**config.mk**
```make
export PLATFORM = sky130hd
export DESIGN_NAME = lru_key_value_cache_unit_flat
export DESIGN_NICKNAME = d
export VERILOG_FILES = /design/src/hdl/lkvc_pkg.sv /design/src/hdl/lkvc_if.sv /design/src/hdl/lru_key_value_cache_unit.sv /design/src/flat_wrapper.sv
export SDC_FILE = /design/constraint.sdc
export NUM_CORES = 2
export LEC_CHECK = 0
export BUFFER_PORTS_ARGS = -buffer_cell sky130_fd_sc_hd__buf_2
export CORE_MARGIN = 2
export CORE_UTILIZATION = 40
export DETAILED_ROUTE_END_ITERATION = 16
export PLACE_DENSITY = 0.56
export SLEW_MARGIN = 25
export SYNTH_ARGS = -nofsm -noshare
export SYNTH_HDL_FRONTEND = slang
export SYNTH_SLANG_ARGS = --single-unit
```
**constraint.sdc**
```tcl
create_clock -name clk_i -period 7 [get_ports clk_i]
set_clock_uncertainty 0.2 [all_clocks]
set_input_delay 1.4 -clock clk_i [delete_from_list [all_inputs] [get_ports clk_i]]
set_output_delay 1.4 -clock clk_i [all_outputs]
set_load 0.01 [all_outputs]
```
**src/hdl/lkvc_pkg.sv**
```systemverilog
// ----------------------------------------------------------------------------
// lkvc_pkg: shared types and constants of the lru key-value cache
// sizes of the store, field widths, opcodes and sequencer states
// ----------------------------------------------------------------------------
package lkvc_pkg;

  localparam int ENTRIES    = 16;
  localparam int KEY_BITS   = 32;
  localparam int VALUE_BITS = 32;

  localparam int IDX_W = (ENTRIES > 1) ? $clog2(ENTRIES) : 1;
  localparam int CNT_W = $clog2(ENTRIES + 1);
  localparam int CAP_W = 5;
  localparam int KEY_W = 32;
  localparam int VAL_W = 32;

  localparam logic OP_GET = 1'b0;
  localparam logic OP_PUT = 1'b1;

  localparam logic [CAP_W-1:0] CAP_RESET = CAP_W'(16);

  typedef enum logic [2:0] {
    ST_IDLE,
    ST_SCAN,
    ST_DRAIN,
    ST_UPDATE,
    ST_RESP
  } state_e;

endpackage

```
**src/hdl/lkvc_if.sv**
```systemverilog
// ----------------------------------------------------------------------------
// lkvc_if: request and response channels of the lru key-value cache
// valid/ready handshake, a beat moves when both are high
// ----------------------------------------------------------------------------
interface lkvc_req_if;
  logic                       valid;
  logic                       ready;
  logic                       opcode;
  logic [lkvc_pkg::KEY_W-1:0] lookup_key;
  logic [lkvc_pkg::VAL_W-1:0] write_value;

  modport source (output valid, output opcode, output lookup_key, output write_value,
                  input ready);
  modport sink   (input valid, input opcode, input lookup_key, input write_value,
                  output ready);
endinterface

interface lkvc_rsp_if;
  logic                       valid;
  logic                       ready;
  logic                       hit;
  logic [lkvc_pkg::VAL_W-1:0] read_value;
  logic                       evicted;

  modport source (output valid, output hit, output read_value, output evicted,
                  input ready);
  modport sink   (input valid, input hit, input read_value, input evicted,
                  output ready);
endinterface

```
**src/hdl/lru_key_value_cache_unit.sv**
```systemverilog
// ----------------------------------------------------------------------------
// lru_key_value_cache_unit: fully associative key-value cache, lru replacement
// get/put requests against a 16-entry store with per-entry recency ranks
// ----------------------------------------------------------------------------
// Each request beat passes through ST_IDLE, which takes the beat, ST_SCAN, in
// which a single key/rank comparator walks the key memory one entry per cycle,
// ST_DRAIN for the last registered read, ST_UPDATE, which reads or writes the
// store and shifts the recency ranks, and ST_RESP, which loads the response
// register once it is free. The request side is not ready while a request is
// in work; a finished response may wait in its output register while the next
// request is taken. The capacity register may be written only while no request
// is in flight; zero acts as one, values above ENTRIES act as ENTRIES. The
// store comes out of reset empty.
module lru_key_value_cache_unit (
  input  logic                       clk_i,
  input  logic                       rst_ni,
  input  logic                       cfg_we_i,
  input  logic [lkvc_pkg::CAP_W-1:0] cfg_wdata_i,
  lkvc_req_if.sink                   req_i,
  lkvc_rsp_if.source                 rsp_o
);
  import lkvc_pkg::*;

  state_e state_q, state_d;

  logic [CAP_W-1:0] cap_q;
  logic [CNT_W-1:0] lim_q, lim_d;
  logic [CNT_W-1:0] occ_q, occ_d;

  logic                  op_q, op_d;
  logic [KEY_BITS-1:0]   key_q, key_d;
  logic [VALUE_BITS-1:0] wval_q, wval_d;

  logic [IDX_W-1:0] scan_q, scan_d;
  logic             chk_q, chk_d;
  logic [IDX_W-1:0] chk_idx_q, chk_idx_d;

  logic             found_q, found_d;
  logic [IDX_W-1:0] found_idx_q, found_idx_d;
  logic [IDX_W-1:0] found_rank_q, found_rank_d;
  logic             old_q, old_d;
  logic [IDX_W-1:0] old_idx_q, old_idx_d;
  logic [IDX_W-1:0] old_rank_q, old_rank_d;
  logic             free_q, free_d;
  logic [IDX_W-1:0] free_idx_q, free_idx_d;
  logic             ev_q, ev_d;

  logic             valid_q [ENTRIES];
  logic             valid_d [ENTRIES];
  logic [IDX_W-1:0] rank_q  [ENTRIES];
  logic [IDX_W-1:0] rank_d  [ENTRIES];

  logic                  rsp_valid_q, rsp_valid_d;
  logic                  rsp_hit_q, rsp_hit_d;
  logic [VAL_W-1:0]      rsp_val_q, rsp_val_d;
  logic                  rsp_ev_q, rsp_ev_d;

  // key and value stores
  logic [KEY_BITS-1:0]   key_mem [ENTRIES];
  logic [VALUE_BITS-1:0] val_mem [ENTRIES];
  logic [KEY_BITS-1:0]   key_rd_q;
  logic [VALUE_BITS-1:0] val_rd_q;
  logic                  key_re, key_we, val_re, val_we;
  logic [IDX_W-1:0]      key_raddr, key_waddr, val_addr;
  logic [VALUE_BITS-1:0] val_wdata;

  // comparator and update helpers
  logic             chk_valid, chk_match;
  logic [IDX_W-1:0] chk_rank;
  logic             do_evict, slot_ok;
  logic [IDX_W-1:0] slot_idx;
  logic             keep;

  assign req_i.ready      = (state_q == ST_IDLE);
  assign rsp_o.valid      = rsp_valid_q;
  assign rsp_o.hit        = rsp_hit_q;
  assign rsp_o.read_value = rsp_val_q;
  assign rsp_o.evicted    = rsp_ev_q;

  assign chk_valid = valid_q[chk_idx_q];
  assign chk_rank  = rank_q[chk_idx_q];
  assign chk_match = chk_valid && (key_rd_q == key_q);

  always_ff @(posedge clk_i) begin
    if (key_we) begin
      key_mem[key_waddr] <= key_d;
    end
    if (key_re) begin
      key_rd_q <= key_mem[key_raddr];
    end
  end

  always_ff @(posedge clk_i) begin
    if (val_we) begin
      val_mem[val_addr] <= val_wdata;
    end
    if (val_re) begin
      val_rd_q <= val_mem[val_addr];
    end
  end

  always_ff @(posedge clk_i or negedge rst_ni) begin
    if (!rst_ni) begin
      state_q     <= ST_IDLE;
      cap_q       <= CAP_RESET;
      occ_q       <= '0;
      chk_q       <= 1'b0;
      rsp_valid_q <= 1'b0;
      for (int i = 0; i < ENTRIES; i++) begin
        valid_q[i] <= 1'b0;
        rank_q[i]  <= '0;
      end
    end else begin
      state_q     <= state_d;
      occ_q       <= occ_d;
      chk_q       <= chk_d;
      rsp_valid_q <= rsp_valid_d;
      if (cfg_we_i) begin
        cap_q <= cfg_wdata_i;
      end
      for (int i = 0; i < ENTRIES; i++) begin
        valid_q[i] <= valid_d[i];
        rank_q[i]  <= rank_d[i];
      end
    end
  end

  always_ff @(posedge clk_i) begin
    lim_q        <= lim_d;
    op_q         <= op_d;
    key_q        <= key_d;
    wval_q       <= wval_d;
    scan_q       <= scan_d;
    chk_idx_q    <= chk_idx_d;
    found_q      <= found_d;
    found_idx_q  <= found_idx_d;
    found_rank_q <= found_rank_d;
    old_q        <= old_d;
    old_idx_q    <= old_idx_d;
    old_rank_q   <= old_rank_d;
    free_q       <= free_d;
    free_idx_q   <= free_idx_d;
    ev_q         <= ev_d;
    rsp_hit_q    <= rsp_hit_d;
    rsp_val_q    <= rsp_val_d;
    rsp_ev_q     <= rsp_ev_d;
  end

  always_comb begin
    state_d      = state_q;
    lim_d        = lim_q;
    occ_d        = occ_q;
    op_d         = op_q;
    key_d        = key_q;
    wval_d       = wval_q;
    scan_d       = scan_q;
    chk_d        = chk_q;
    chk_idx_d    = chk_idx_q;
    found_d      = found_q;
    found_idx_d  = found_idx_q;
    found_rank_d = found_rank_q;
    old_d        = old_q;
    old_idx_d    = old_idx_q;
    old_rank_d   = old_rank_q;
    free_d       = free_q;
    free_idx_d   = free_idx_q;
    ev_d         = ev_q;
    rsp_valid_d  = rsp_valid_q && !rsp_o.ready;
    rsp_hit_d    = rsp_hit_q;
    rsp_val_d    = rsp_val_q;
    rsp_ev_d     = rsp_ev_q;
    key_re       = 1'b0;
    key_we       = 1'b0;
    key_raddr    = scan_q;
    key_waddr    = free_idx_q;
    val_re       = 1'b0;
    val_we       = 1'b0;
    val_addr     = found_idx_q;
    val_wdata    = wval_q;
    do_evict     = 1'b0;
    slot_ok      = 1'b0;
    slot_idx     = free_idx_q;
    keep         = 1'b0;
    for (int i = 0; i < ENTRIES; i++) begin
      valid_d[i] = valid_q[i];
      rank_d[i]  = rank_q[i];
    end

    // shared comparator: one entry per cycle, in the cycle after its key read
    if (chk_q) begin
      if (chk_match && !found_q) begin
        found_d      = 1'b1;
        found_idx_d  = chk_idx_q;
        found_rank_d = chk_rank;
      end
      if (chk_valid && (!old_q || (chk_rank > old_rank_q))) begin
        old_d      = 1'b1;
        old_idx_d  = chk_idx_q;
        old_rank_d = chk_rank;
      end
      if (!chk_valid && !free_q) begin
        free_d     = 1'b1;
        free_idx_d = chk_idx_q;
      end
    end

    unique case (state_q)
      ST_IDLE: begin
        if (req_i.valid) begin
          op_d    = req_i.opcode;
          key_d   = req_i.lookup_key[KEY_BITS-1:0];
          wval_d  = req_i.write_value[VALUE_BITS-1:0];
          scan_d  = '0;
          chk_d   = 1'b0;
          found_d = 1'b0;
          old_d   = 1'b0;
          free_d  = 1'b0;
          ev_d    = 1'b0;
          if (cap_q == '0) begin
            lim_d = CNT_W'(1);
          end else if (int'(cap_q) > ENTRIES) begin
            lim_d = CNT_W'(ENTRIES);
          end else begin
            lim_d = CNT_W'(cap_q);
          end
          state_d = ST_SCAN;
        end
      end
      ST_SCAN: begin
        key_re    = 1'b1;
        chk_d     = 1'b1;
        chk_idx_d = scan_q;
        scan_d    = scan_q + IDX_W'(1);
        if (scan_q == IDX_W'(ENTRIES - 1)) begin
          state_d = ST_DRAIN;
        end
      end
      ST_DRAIN: begin
        chk_d   = 1'b0;
        state_d = ST_UPDATE;
      end
      ST_UPDATE: begin
        if (found_q) begin
          val_addr = found_idx_q;
          if (op_q == OP_GET) begin
            val_re = 1'b1;
          end else begin
            val_we = 1'b1;
          end
          // move the hit entry to the front, newer entries age by one
          for (int i = 0; i < ENTRIES; i++) begin
            if (IDX_W'(i) == found_idx_q) begin
              rank_d[i] = '0;
            end else if (valid_q[i] && (rank_q[i] < found_rank_q)) begin
              rank_d[i] = rank_q[i] + IDX_W'(1);
            end
          end
        end else if (op_q == OP_PUT) begin
          do_evict = (occ_q >= lim_q) && old_q;
          slot_ok  = free_q || do_evict;
          // lowest free slot once the victim is gone
          if (do_evict && (!free_q || (old_idx_q < free_idx_q))) begin
            slot_idx = old_idx_q;
          end else begin
            slot_idx = free_idx_q;
          end
          ev_d = do_evict;
          for (int i = 0; i < ENTRIES; i++) begin
            keep = valid_q[i] && !(do_evict && (IDX_W'(i) == old_idx_q));
            if (slot_ok && (IDX_W'(i) == slot_idx)) begin
              valid_d[i] = 1'b1;
              rank_d[i]  = '0;
            end else if (keep) begin
              valid_d[i] = 1'b1;
              if (slot_ok) begin
                rank_d[i] = rank_q[i] + IDX_W'(1);
              end
            end else begin
              valid_d[i] = 1'b0;
              if (do_evict && (IDX_W'(i) == old_idx_q)) begin
                rank_d[i] = '0;
              end
            end
          end
          if (slot_ok) begin
            key_we    = 1'b1;
            key_waddr = slot_idx;
            val_we    = 1'b1;
            val_addr  = slot_idx;
          end
          occ_d = occ_q - CNT_W'(do_evict) + CNT_W'(slot_ok);
        end
        state_d = ST_RESP;
      end
      ST_RESP: begin
        if (!rsp_valid_q || rsp_o.ready) begin
          rsp_valid_d = 1'b1;
          rsp_hit_d   = found_q;
          rsp_ev_d    = ev_q;
          if (found_q && (op_q == OP_GET)) begin
            rsp_val_d = VAL_W'(val_rd_q);
          end else begin
            rsp_val_d = '0;
          end
          state_d = ST_IDLE;
        end
      end
      default: begin
        state_d = ST_IDLE;
      end
    endcase
  end

endmodule

```
**src/flat_wrapper.sv**
```systemverilog
// flat-port wrapper written by rule: the top's interface ports become plain ports
module lru_key_value_cache_unit_flat import lkvc_pkg::*;
  (clk_i, rst_ni, cfg_we_i, cfg_wdata_i, req_i_valid, req_i_opcode, req_i_lookup_key, req_i_write_value, req_i_ready, rsp_o_valid, rsp_o_hit, rsp_o_read_value, rsp_o_evicted, rsp_o_ready);
  lkvc_req_if req_i_i ();
  lkvc_rsp_if rsp_o_i ();
  input  logic clk_i;
  input  logic rst_ni;
  input  logic cfg_we_i;
  input  logic [lkvc_pkg::CAP_W-1:0] cfg_wdata_i;
  input wire logic [$bits(req_i_i.valid)-1:0] req_i_valid;
  input wire logic [$bits(req_i_i.opcode)-1:0] req_i_opcode;
  input wire logic [$bits(req_i_i.lookup_key)-1:0] req_i_lookup_key;
  input wire logic [$bits(req_i_i.write_value)-1:0] req_i_write_value;
  output wire logic [$bits(req_i_i.ready)-1:0] req_i_ready;
  output wire logic [$bits(rsp_o_i.valid)-1:0] rsp_o_valid;
  output wire logic [$bits(rsp_o_i.hit)-1:0] rsp_o_hit;
  output wire logic [$bits(rsp_o_i.read_value)-1:0] rsp_o_read_value;
  output wire logic [$bits(rsp_o_i.evicted)-1:0] rsp_o_evicted;
  input wire logic [$bits(rsp_o_i.ready)-1:0] rsp_o_ready;
  assign req_i_i.valid = req_i_valid;
  assign req_i_i.opcode = req_i_opcode;
  assign req_i_i.lookup_key = req_i_lookup_key;
  assign req_i_i.write_value = req_i_write_value;
  assign req_i_ready = req_i_i.ready;
  assign rsp_o_valid = rsp_o_i.valid;
  assign rsp_o_hit = rsp_o_i.hit;
  assign rsp_o_read_value = rsp_o_i.read_value;
  assign rsp_o_evicted = rsp_o_i.evicted;
  assign rsp_o_i.ready = rsp_o_ready;
  lru_key_value_cache_unit u_core (.clk_i(clk_i), .rst_ni(rst_ni), .cfg_we_i(cfg_we_i), .cfg_wdata_i(cfg_wdata_i), .req_i(req_i_i), .rsp_o(rsp_o_i));
endmodule
```
==> impl_metrics.env <==
export IMPL_max_clock_path_buffers=3
export IMPL_cts_tree="done"
export IMPL_cp_required_ns=7.20
export IMPL_synth_ff_type="edfxtp_1"
export IMPL_synth_seq_cells=1319
export IMPL_fin_crit_sh=0.7762
export IMPL_routed_wl_um=133100
export IMPL_num_nets_final=3704
export IMPL_cts_resized_gates=0
export IMPL_clk_latency_ns=0.77
export IMPL_synth_fp_nets=3550
export IMPL_htree_levels=4
export IMPL_final_util=0.4611
export IMPL_post_route_drc_count=0
export IMPL_ios=111
export IMPL_die_y_um=370.4
export IMPL_worst_pin_slew_ns=1.241
export IMPL_finalSetupTns_ns=0
export IMPL_setup_slack_ns=1.567
export IMPL_vias=30208
export IMPL_power_mw=20.58
export IMPL_path_cells="ha_1 > a2111oi_4 > or3_1 > a311oi_1 > a2bb2oi_4 > buf_12 > nand2_1 > nor2_4 > buf_4"
export IMPL_cp_end_kind="register"
export IMPL_outcome="complete, no violations"
export IMPL_core_area_mm2=0.1333
export IMPL_area_delta_synth_final_pct=14.48
export IMPL_synth_distinct_cells=78
export IMPL_async_flop_share=0.07202
export IMPL_grt_max_degree=194
export IMPL_start_util=0.4028
export IMPL_cts_setup_buffers=0
export IMPL_syn_inst=3390
export IMPL_dp_hpwl_um=75890
export IMPL_viasPerCell=5.566
export IMPL_wl_per_cell_um=24.52
export IMPL_period_needed_ns=5.433
export IMPL_synth_area_per_cell_um2=15.84
export IMPL_die_x_um=370.4
export IMPL_maxCapViolCount=0
export IMPL_rsz0062_at_grt="false"
export IMPL_ant_nets=0
export IMPL_place_ws_ns=1.616
export IMPL_dieArea_mm2=0.1372
export IMPL_grt_overflow_total=0
export IMPL_cellLeakagePower_nw=20.88
export IMPL_grt_pass1_wl_um=197500
export IMPL_critPathMaxFanout=193
export IMPL_gp_congestion=0.9049
export IMPL_antenna_found_initial=8
export IMPL_relSlewSlack=0.1728
export IMPL_worstPathArrival_ns=5.64
export IMPL_hp_class="reg -> reg"
export IMPL_irDropWorstVdd_mv=0.3220
export IMPL_fin_hold_ws_ns=0.2890
export IMPL_critPathLaunchType="register"
export IMPL_drv_slew=0
export IMPL_grt_total_usage=0.1944
export IMPL_first_pass_iters=7
export IMPL_drt_iter0_markers=2955
export IMPL_hold_violations=0
export IMPL_cts_root_buf="clkbuf_16"
export IMPL_cts_sinks=1319
export IMPL_yosys_warnings=0
export IMPL_r2r_cells=9
export IMPL_hold_depth=1
export IMPL_num_rows=134
export IMPL_max_stage_delay_ns=0.64
export IMPL_power_density_mw_per_mm2=334.9
export IMPL_synth_edff_count=1189
export IMPL_synth_cell_area_mm2=0.05369
export IMPL_max_freq_mhz=184.1
export IMPL_worstSetupPathType="reg -> reg"
export IMPL_grt_pass1_vias=29989
export IMPL_crit_slowest_cell="nor2_4"
export IMPL_layout_drive_gt1_share=0.1818
export IMPL_cts_made_buffers=140
export IMPL_portBuffers=110
export IMPL_path_clk_slew_ns=0.06
export IMPL_final_setup_viol_count=0
export IMPL_hold_buffers=0
export IMPL_synth_seq_area_share=0.7223
final cells by class:
type	count	area, µm²
clock inverters	77	799.5
well taps	1768	2212
repair buffers	180	1289
diodes	2	5.005
inverters	53	201.4
fillers	11552	71830
multi-input cells	1850	14390
clock buffers	178	3787
flip-flops and latches	1319	38780
kinds of logic after synthesis:
family,share of synthesized area
buffers and inverters,0.01643
DFF,0.7223
xor gates and xnor gates,0.006199
AOI/OAI and AO/OA,0.07541
adders and majority gates,0.01995
muxes,0.08841
and+or+nand+nor,0.07126
critical path, delay by kind of cell, from the launching register on:
family / cells / cell delay (ns)
AND/OR/NAND/NOR: 3 / 1.69
AO/OA/AOI/OAI: 3 / 0.95
buffers and inverters: 2 / 0.98
adder cells (fa/ha/maj): 1 / 0.39
flip-flops: 1 / 0.54
through the flow:
stage / area [µm²] / instances
floorplan: 53690 / 3390
global placement: 56640 / 5162
detailed placement: 56810 / 5168
CTS: 61400 / 5423
global route: 61470 / 5427
finish: 61470 / 5427
metal layers:
metal	up-vias	GRT usage	routed length [µm]
met4	6	0.05355	2615
met5	-	0.005944	138
met3	193	0.03529	8310
met1	15499	0.2792	59330
li1	13547	-	-
met2	963	0.3039	62690
synth_stat cells, drive strengths merged (16+ instances only):
cell type  number  area, µm²
xor2           34      297.8
nor2           87      326.6
a221oi         38      351.6
nor2b          23      143.9
nand3          92      460.4
o21ai         146      730.7
dfxtp          35      700.7
inv            50      187.7
nand2b         37      239.0
buf            56      262.8
and2           40      250.2
dfrtp          94       2352
mux2i          40      400.4
a21oi         238       1195
ha             84       1051
edfxtp       1189      35700
nand3b         21      157.7
nand2         475       1783
a22oi          65      488.0
a31oi          18      112.6
clkbuf        112      420.4
mux4          185       4167
nor3           16      101.4
mux2           16      180.2
o2111ai        31      271.5
sequential cells by signal (all words and copies together) (netlist names), 4 cells and up:
register / flops
u_core.rank_q: 64
u_core.key_mem: 512
u_core.val_wdata: 32
u_core.free_idx_q: 4
u_core.old_rank_q: 4
u_core.val_rd_q: 32
u_core.lim_q: 5
u_core.chk_idx_q: 4
u_core.rsp_o.read_value: 32
u_core.occ_q: 5
u_core.found_idx_q: 4
u_core.key_rd_q: 32
u_core.valid_q: 16
u_core.val_mem: 512
u_core.key_q: 32
u_core.cap_q: 5
u_core.key_raddr: 4
u_core.found_rank_q: 4
u_core.old_idx_q: 4
placed cells by master (no fill, tap or decap), drive strengths merged, types with 6 or more instances in the layout:
cell type  synthesis  routed
clkinv             3      63
nand2b            37      37
a211oi             7       7
o21a               8       8
and2              40      40
clkbuf           112     178
o211ai             8       8
nor2              87      87
a221oi            38      38
mux2              16      16
buf               56     180
edfxtp          1189    1189
bufinv             0       9
or4                6       6
ha                84      84
o21ai            146     146
o221ai             6       6
a22o               6       6
mux4             185     185
nor3              16      16
a31oi             18      18
mux2i             40      40
a21oi            238     238
o22ai              8       8
a21boi             9       9
nand3             92      92
or2               12      12
xor2              34      34
dfrtp             94      94
a21o              15      15
dfxtp             35      35
nor4               9       9
a22oi             65      65
nand2            475     475
o2111ai           31      31
inv               50      56
and3               8       8
nand3b            21      21
nor2b             23      23
final timing paths:
kind | startpoint | endpoint | slack (ns)
worst max-delay path | u_core.old_idx_q[1] | u_core.val_mem[7][16] | 1.57
worst min-delay path | u_core.occ_q[4] | u_core.occ_q[4] | 0.29
worst max register to register | u_core.old_idx_q[1] | u_core.val_mem[7][16] | 1.57
worst min register to register | u_core.occ_q[4] | u_core.occ_q[4] | 0.29
max in group asynchronous | rst_ni | u_core.valid_q[9] | 4.92
min in group asynchronous | rst_ni | u_core.rank_q[26] | 0.45
power breakdown:
group / internal (mW) / switching [mW] / leakage [nW] / total (mW)
clock: 4.20 / 3.13 / 2.23 / 7.33
combinational: 1.32 / 1.97 / 6.21 / 3.29
sequential: 9.59 / 0.374 / 12.4 / 9.96
No activity file was read; power rests on OpenSTA's default activity.
